`src/rtl/trcp_pkg.sv`:
```
// Package for the text register command parser.
// Character codes, command and number-stage types, default line limit.
// No dependencies.
`default_nettype none

package trcp_pkg;

  localparam int LINE_LIMIT_DEF = 128;

  localparam logic [7:0] CH_R       = 8'h52;
  localparam logic [7:0] CH_D       = 8'h44;
  localparam logic [7:0] CH_W       = 8'h57;
  localparam logic [7:0] CH_NL      = 8'h0A;
  localparam logic [7:0] CH_SPACE   = 8'h20;
  localparam logic [7:0] CH_PLUS    = 8'h2B;
  localparam logic [7:0] CH_MINUS   = 8'h2D;
  localparam logic [7:0] CH_ZERO    = 8'h30;
  localparam logic [7:0] CH_NINE    = 8'h39;
  localparam logic [7:0] CH_TAB     = 8'h09;
  localparam logic [7:0] CH_CR      = 8'h0D;

  localparam logic [7:0] FIELD_START_POS = 8'd3;

  typedef enum logic [1:0] {
    KIND_NONE  = 2'd0,
    KIND_READ  = 2'd1,
    KIND_WRITE = 2'd2
  } kind_t;

  typedef enum logic [1:0] {
    STAGE_SKIP   = 2'd0,
    STAGE_NUMBER = 2'd1,
    STAGE_DONE   = 2'd2
  } stage_t;

endpackage

`default_nettype wire

```
`src/rtl/text_register_command_parser_unit.sv`:
```
// Text register command parser, top level.
// Uses trcp_pkg for character codes and state types.
//
// Takes one text byte per word on the in_ channel and emits a parsed
// "RD<x><addr>" or "WR<x><addr> <value>" command on the out_ channel when
// the line's newline arrives. Lines that are too short or carry an unknown
// command produce no word. Positions restart at 0 after LINE_LIMIT bytes.
// Addresses are reduced modulo 256, values modulo 65536; an empty field is 0.
//
// Each byte is captured in an input register, then combinational logic
// updates the line state and, for a complete command, loads the output
// register, from which the result is presented. One byte per cycle is
// accepted sustained while the receiver keeps up; the input register and
// output register keep the input open while a result waits. If the
// receiver stalls, bytes that produce no result still pass; a second result
// waits in the input register until the first is taken.
// After reset (rst_n low, synchronous) both registers are empty and the
// parser sits at line position 0.
`default_nettype none

module text_register_command_parser_unit
  import trcp_pkg::*;
#(
  parameter int LINE_LIMIT = LINE_LIMIT_DEF
) (
  input  wire logic        clk,
  input  wire logic        rst_n,
  input  wire logic        in_valid,
  output logic             in_ready,
  input  wire logic [7:0]  in_rx_byte,
  output logic             out_valid,
  input  wire logic        out_ready,
  output logic             out_is_write,
  output logic [7:0]       out_reg_address,
  output logic [15:0]      out_write_value
);

  localparam logic [7:0] LIMIT = 8'(LINE_LIMIT);

  logic        in_valid_r;
  logic [7:0]  byte_r;

  logic [7:0]  line_pos_r, line_pos_nxt;
  logic [7:0]  first_char_r, first_char_nxt;
  kind_t       kind_r, kind_nxt;
  logic        phase_r, phase_nxt;
  stage_t      stage_r, stage_nxt;
  logic        neg_r, neg_nxt;
  logic [15:0] acc_r, acc_nxt;
  logic [7:0]  held_addr_r, held_addr_nxt;

  logic        out_valid_r;
  logic        out_is_write_r, out_is_write_nxt;
  logic [7:0]  out_addr_r, out_addr_nxt;
  logic [15:0] out_value_r, out_value_nxt;

  logic [7:0]  pos;
  kind_t       kind_cur;
  logic [15:0] field_val;
  logic        is_digit;
  logic        is_space;
  logic        emit;
  logic        advance;

  assign field_val = neg_r ? (16'd0 - acc_r) : acc_r;
  assign is_digit  = (byte_r >= CH_ZERO) && (byte_r <= CH_NINE);
  assign is_space  = byte_r inside {[CH_TAB:CH_CR], CH_SPACE};
  assign pos       = (line_pos_r >= LIMIT) ? 8'd0 : line_pos_r;

  always_comb begin
    kind_cur = kind_r;
    if (pos == 8'd0) begin
      kind_cur = KIND_NONE;
    end else if (pos == 8'd1) begin
      if (first_char_r == CH_R && byte_r == CH_D) begin
        kind_cur = KIND_READ;
      end else if (first_char_r == CH_W && byte_r == CH_R) begin
        kind_cur = KIND_WRITE;
      end else begin
        kind_cur = KIND_NONE;
      end
    end
  end

  assign emit    = in_valid_r && (byte_r == CH_NL) && (pos >= 8'd2) && (kind_cur != KIND_NONE);
  assign advance = in_valid_r && (!emit || !out_valid_r || out_ready);
  assign in_ready = !in_valid_r || advance;

  // line state update
  always_comb begin
    line_pos_nxt   = pos + 8'd1;
    first_char_nxt = first_char_r;
    kind_nxt       = kind_cur;
    phase_nxt      = phase_r;
    stage_nxt      = stage_r;
    neg_nxt        = neg_r;
    acc_nxt        = acc_r;
    held_addr_nxt  = held_addr_r;

    if (pos == 8'd0) begin
      first_char_nxt = byte_r;
      phase_nxt      = 1'b0;
      held_addr_nxt  = 8'd0;
      stage_nxt      = STAGE_SKIP;
      neg_nxt        = 1'b0;
      acc_nxt        = 16'd0;
    end

    if (byte_r == CH_NL) begin
      line_pos_nxt  = 8'd0;
      kind_nxt      = KIND_NONE;
      phase_nxt     = 1'b0;
      held_addr_nxt = 8'd0;
      stage_nxt     = STAGE_SKIP;
      neg_nxt       = 1'b0;
      acc_nxt       = 16'd0;
    end else if (pos >= FIELD_START_POS && kind_cur != KIND_NONE) begin
      if (kind_cur == KIND_WRITE && !phase_r && byte_r == CH_SPACE) begin
        held_addr_nxt = field_val[7:0];
        phase_nxt     = 1'b1;
        stage_nxt     = STAGE_SKIP;
        neg_nxt       = 1'b0;
        acc_nxt       = 16'd0;
      end else begin
        case (stage_r)
          STAGE_SKIP: begin
            if (is_space) begin
              stage_nxt = STAGE_SKIP;
            end else if (byte_r == CH_PLUS || byte_r == CH_MINUS) begin
              neg_nxt   = (byte_r == CH_MINUS);
              stage_nxt = STAGE_NUMBER;
            end else if (is_digit) begin
              stage_nxt = STAGE_NUMBER;
              acc_nxt   = (acc_r << 3) + (acc_r << 1) + {12'd0, byte_r[3:0]};
            end else begin
              stage_nxt = STAGE_DONE;
            end
          end
          STAGE_NUMBER: begin
            if (is_digit) begin
              acc_nxt = (acc_r << 3) + (acc_r << 1) + {12'd0, byte_r[3:0]};
            end else begin
              stage_nxt = STAGE_DONE;
            end
          end
          default: begin
            stage_nxt = stage_r;
          end
        endcase
      end
    end
  end

  // result formatting
  always_comb begin
    out_is_write_nxt = (kind_cur == KIND_WRITE);
    out_addr_nxt     = field_val[7:0];
    out_value_nxt    = 16'd0;
    if (kind_cur == KIND_WRITE && phase_r) begin
      out_addr_nxt  = held_addr_r;
      out_value_nxt = field_val;
    end
  end

  always_ff @(posedge clk) begin
    if (!rst_n) begin
      in_valid_r   <= 1'b0;
      out_valid_r  <= 1'b0;
      line_pos_r   <= 8'd0;
      first_char_r <= 8'd0;
      kind_r       <= KIND_NONE;
      phase_r      <= 1'b0;
      stage_r      <= STAGE_SKIP;
      neg_r        <= 1'b0;
      acc_r        <= 16'd0;
      held_addr_r  <= 8'd0;
    end else begin
      if (in_ready) begin
        in_valid_r <= in_valid;
      end
      if (advance) begin
        line_pos_r   <= line_pos_nxt;
        first_char_r <= first_char_nxt;
        kind_r       <= kind_nxt;
        phase_r      <= phase_nxt;
        stage_r      <= stage_nxt;
        neg_r        <= neg_nxt;
        acc_r        <= acc_nxt;
        held_addr_r  <= held_addr_nxt;
      end
      if (advance && emit) begin
        out_valid_r <= 1'b1;
      end else if (out_ready) begin
        out_valid_r <= 1'b0;
      end
    end
  end

  always_ff @(posedge clk) begin
    if (in_ready && in_valid) begin
      byte_r <= in_rx_byte;
    end
    if (advance && emit) begin
      out_is_write_r <= out_is_write_nxt;
      out_addr_r     <= out_addr_nxt;
      out_value_r    <= out_value_nxt;
    end
  end

  assign out_valid       = out_valid_r;
  assign out_is_write    = out_is_write_r;
  assign out_reg_address = out_addr_r;
  assign out_write_value = out_value_r;

endmodule

`default_nettype wire
```
`config.mk`:
```
export PLATFORM = sky130hd
export DESIGN_NAME = text_register_command_parser_unit
export DESIGN_NICKNAME = d
export VERILOG_FILES = /design/src/rtl/trcp_pkg.sv /design/src/rtl/text_register_command_parser_unit.sv
export SDC_FILE = /design/constraint.sdc
export NUM_CORES = 1
export LEC_CHECK = 0
export ABC_AREA = 1
export ABC_CLOCK_PERIOD_IN_PS = 5950
export BUFFER_PORTS_ARGS = -buffer_cell sky130_fd_sc_hd__buf_2
export CORE_UTILIZATION = 35
export DETAILED_ROUTE_END_ITERATION = 6
export MAX_ROUTING_LAYER = met4
export PLACE_DENSITY = 0.5
export RECOVER_POWER = 50
export SLEW_MARGIN = 20
export SYNTH_ARGS = -nofsm -noshare
export SYNTH_HDL_FRONTEND = slang
export SYNTH_SLANG_ARGS = --single-unit
```
`constraint.sdc`:
```
create_clock -name clk -period 5.95 [get_ports clk]
set_input_delay 0 -clock clk [delete_from_list [all_inputs] [get_ports clk]]
set_output_delay 0 -clock clk [all_outputs]
set_load 0.1 [all_outputs]
```
==> tab_implementation.tex <==
\begin{tabular}{lr}
\hline
Metric & Value \\
\hline
\multicolumn{2}{l}{\textbf{STA}} \\
\quad Post-layout min period & 4280 ps \\
\quad Final setup skew & 11.5 ps \\
\quad Max Fclk & 234 MHz \\
\quad Worst Max-Slew Pin Slew & 1860 ps \\
\quad Worst slew margin & -0.244 \\
\quad Final number of max-transition violations & 49 \\
\quad Final setup violation count & 0 \\
\quad Total negative setup slack & 0 ps \\
\quad Crit share post-route & 0.719 \\
\quad Total count of hold-check failures in the final report & 0 \\
\quad Setup repair after global routing missed its margin & no \\
\quad Worst hold margin & 6.93 ps \\
\multicolumn{2}{l}{\textbf{Detailed routing}} \\
\quad Routed vias & 5,132 \\
\quad Count of unresolved DRC violations after routing & 0 \\
\quad Highest layer used for signal routing & met4 \\
\quad Count of nets left with antenna violations after detail routing & 0 \\
\quad Met3 Wirelength & 665 um \\
\quad Total routed wire length on the met1 layer & 6960 um \\
\quad First-pass detailed-route iteration total & 4 \\
\quad Number of DRC violations after detailed-routing iteration 0 & 262 \\
\quad Detailed-routed wire length on met2 & 6470 um \\
\quad Via density per instance & 4.79 \\
\quad Final wirelength & 14,200 um \\
\quad Average detailed-routed wire length per instance & 13.3 um \\
\multicolumn{2}{l}{\textbf{GRT}} \\
\quad Global router's overall resource usage & 0.191 \\
\quad Largest net degree at the start of global routing & 49 \\
\quad Number of antenna violations at the first check in global routing & 0 \\
\quad First-pass GRT wire length & 24,200 um \\
\quad Via count of the first global-routing pass & 4,861 \\
\quad Total congestion overflow after global routing & 0 \\
\multicolumn{2}{l}{\textbf{Die}} \\
\quad Die width & 129 um \\
\quad Top Ports & 39 \\
\quad Std-Cell Core Area & 15,400 um2 \\
\quad Y dimension of the die & 129 um \\
\quad Starting density of the core & 0.364 \\
\quad Total die area & 16,600 um2 \\
\quad FP Rows & 45 \\
\multicolumn{2}{l}{\textbf{Critical path}} \\
\quad Crit-path most repeated cell & nor2\_1 \\
\quad Critical-path cell list & nor2\_1, inv\_1, ha\_1, nand2\_1, nor2\_1, inv\_2, nand3\_2, nand2\_2, nand3\_4, nand2\_4, nor2\_8, nand3b\_1, a21oi\_2 \\
\quad CP max stage delay & 1120 ps \\
\quad Buf+Inv Stages, Crit Path & 2 \\
\quad Biggest fanout along the worst timing path & 38 \\
\quad Crit path arrival time & 4550 ps \\
\quad CP startpoint kind & flip-flop \\
\quad Critical path's top delay family & simple AND/OR/NAND/NOR gates \\
\quad Capturing element type of the critical path & flip-flop \\
\quad Critical-path top delay cell & nor2\_1 \\
\quad Required time at the endpoint of the critical path & 6220 ps \\
\quad Category of the most critical setup path & flip-flop to flip-flop \\
\multicolumn{2}{l}{\textbf{Pwr}} \\
\quad Net Sw Power & 0.313 mW \\
\quad Fraction of power spent switching nets & 0.242 \\
\quad Relative contribution of combinational cells to total power & 0.060 \\
\quad Clock network fraction of total power & 0.482 \\
\quad Total Power & 1.29 mW \\
\quad Leak & 2.72 nW \\
\quad Maximum VDD drop & 133 uV \\
\quad Power per unit of standard cell area & 205 nW/um2 \\
\quad Cell Int Power & 0.982 mW \\
\quad Share of total power in sequential cells & 0.458 \\
\multicolumn{2}{l}{\textbf{Synth}} \\
\quad Area share of the largest cell type after synthesis & 0.176 \\
\quad Most numerous cell in the Yosys netlist & nand2\_1 \\
\quad Number of flops mapped to enable cells by yosys & 33 \\
\quad Netlist cell types & 40 \\
\quad Most common library cells after synthesis & nand2\_1 (260), nor2\_1 (93), inv\_1 (88), nand3\_1 (67), a21oi\_1 (59) \\
\quad Synth async-reset ratio & 0 \\
\quad Seq/Total Area, Yosys & 0.347 \\
\quad Post-synth design cell area & 5620 um2 \\
\quad Post-Syn Area per Cell & 6.85 um2 \\
\quad Flip-flop cell with the highest count after synthesis & dfxtp\_1 \\
\quad Gate Count Post-Synth & 821 \\
\quad Number of synthesized register bits & 81 \\
\quad Post-Syn Nets & 866 \\
\quad Warnings from Yosys & 0 \\
\quad Synth area leaders & edfxtp\_1 (18\%), nand2\_1 (17\%), dfxtp\_1 (17\%) \\
\quad Largest area contributor in the synthesized netlist & edfxtp\_1 \\
\multicolumn{2}{l}{\textbf{Clocking}} \\
\quad Reg clk slew, reported paths & 70 ps \\
\quad Total number of clock tree sinks & 81 \\
\quad H-tree depth & 3 \\
\quad Max Root-Sink Buffers & 2 \\
\quad CTS tree & done \\
\quad Post-CTS Setup Bufs & 0 \\
\quad Root buffer cell & clkbuf\_16 \\
\quad Clock Latency Late Sink & 350 ps \\
\quad Number of buffers inserted during clock tree synthesis & 9 \\
\multicolumn{2}{l}{\textbf{Placed design}} \\
\quad Cell Area, Placed & 5950 um2 \\
\quad Gpl congestion & 0.835 \\
\quad Post-DP HPWL & 10,400 um \\
\quad Number of port buffers & 38 \\
\multicolumn{2}{l}{\textbf{Cells and area}} \\
\quad Final net count & 900 \\
\quad Antenna Diode Count & 0 \\
\quad Relative area change from synthesis to final layout & 12.5\% \\
\quad FF/Latch Area & 1950 um2 \\
\quad Util after Layout & 0.410 \\
\quad Fillcell total & 1,669 \\
\quad Finished layout cell area & 6320 um2 \\
\quad Share of cells above drive strength 1 & 0.0686 \\
\quad Footprint of the multi-input gates & 3160 um2 \\
\multicolumn{2}{l}{\textbf{Run status}} \\
\quad Failing checks & max-capacitance violations, max-slew violations \\
\quad Run status & finished with violations \\
\multicolumn{2}{l}{\textbf{Flow run}} \\
\quad Max-capacitance violation count & 2 \\
\multicolumn{2}{l}{\textbf{Min path}} \\
\quad Tightest Hold Check Type & input pin to flip-flop \\
\hline
\end{tabular}
[through the flow]
step / std cells / worst slack (ps)
after floorplan: 821 / 3010
after global placement: 1046 / 2660
after detailed placement: 1046 / 2570
after CTS: 1071 / 2550
after global routing: 1071 / 1170
final: 1071 / 1670
[cell usage in the layout, fill, tap and decap left out, types with 3 or more instances in the layout]
master / synthesis / final
edfxtp_1: 33 / 33
clkbuf_16: 0 / 9
mux2i_1: 5 / 5
inv_1: 88 / 88
nand4_1: 7 / 7
nand2_2: 8 / 7
o21ai_1: 4 / 3
dlygate4sd3_1: 0 / 9
o21ai_0: 30 / 31
clkbuf_1: 14 / 26
a21oi_1: 59 / 59
buf_2: 5 / 12
dfxtp_1: 48 / 48
nor3_1: 4 / 4
nor2_1: 93 / 94
nand3b_1: 3 / 3
ha_1: 31 / 31
inv_2: 7 / 7
xor2_1: 18 / 18
xnor2_1: 5 / 5
nand3_1: 67 / 67
inv_6: 0 / 3
nand3_2: 3 / 3
nand2_1: 260 / 261
[layer usage]
| metal | vias to the layer above | GRT usage |
|---|---|---|
| li1 | 2715 | - |
| met1 | 2298 | 0.250 |
| met2 | 110 | 0.305 |
| met3 | 9 | 0.0345 |
| met4 | 0 | 0.0443 |
| met5 | - | - |
[power by group through the flow]
stage	clock network, mW	logic (mW)	registers, mW
CTS	0.636	0.0790	0.593
floorplan	0	0.0590	0.602
global route	0.657	0.0880	0.595
detailed placement	0	0.0741	0.606
global placement	0	0.0728	0.605
finish	0.624	0.0772	0.593
[state kept, by name, indices dropped and copies added, names as in the netlist, 8 cells and up]
name	count
acc_r	16
line_pos_r	8
held_addr_r	8
first_char_r	8
byte_r	8
out_write_value	16
out_reg_address	8
[worst paths after layout]
check | cells after the start | start | slack (ps) | to
worst min register to register | 2 | kind_r[1] | 460 | kind_r[1]
worst max-delay path | 13 | line_pos_r[7] | 1670 | stage_r[0]
worst max register to register | 13 | line_pos_r[7] | 1670 | stage_r[0]
worst min-delay path | 4 | out_ready | 7 | out_valid
[worst register-to-register path: stages (launching register included)]
cell      delay, ps
dfxtp_1         390
nor2_1          100
inv_1           100
ha_1            150
nand2_1          50
nor2_1         1120
inv_2           610
nand3_2         260
nand2_2         130
nand3_4         100
nand2_4         280
nor2_8          560
nand3b_1        190
a21oi_2         160
[cells by family (layout without fill, tap and decap cells)]
family / after synthesis / after routing / synth area share
buf+inv: 121 / 160 / 0.0893
xor+xnor: 23 / 23 / 0.0358
compound gates: 99 / 99 / 0.0913
flops: 81 / 81 / 0.347
simple gates: 459 / 459 / 0.351
fa+ha+maj: 33 / 33 / 0.0761
mux: 5 / 5 / 0.00891
[area by class of cell]
type	count	share of cell area
flip-flops and latches	81	0.309
inverters	95	0.0564
repair buffers	49	0.0416
multi-input cells	619	0.499
well taps	211	0.0417
clock buffers	9	0.0356
clock inverters	7	0.0168
[timing repair]
item / 4_1_cts / 5_1_grt
resized for setup: 0 / 0
endpoints found under the hold margin: 9 / 0
hold buffers: 9 / 0
Note: power is estimated with default switching activity, not from simulation.
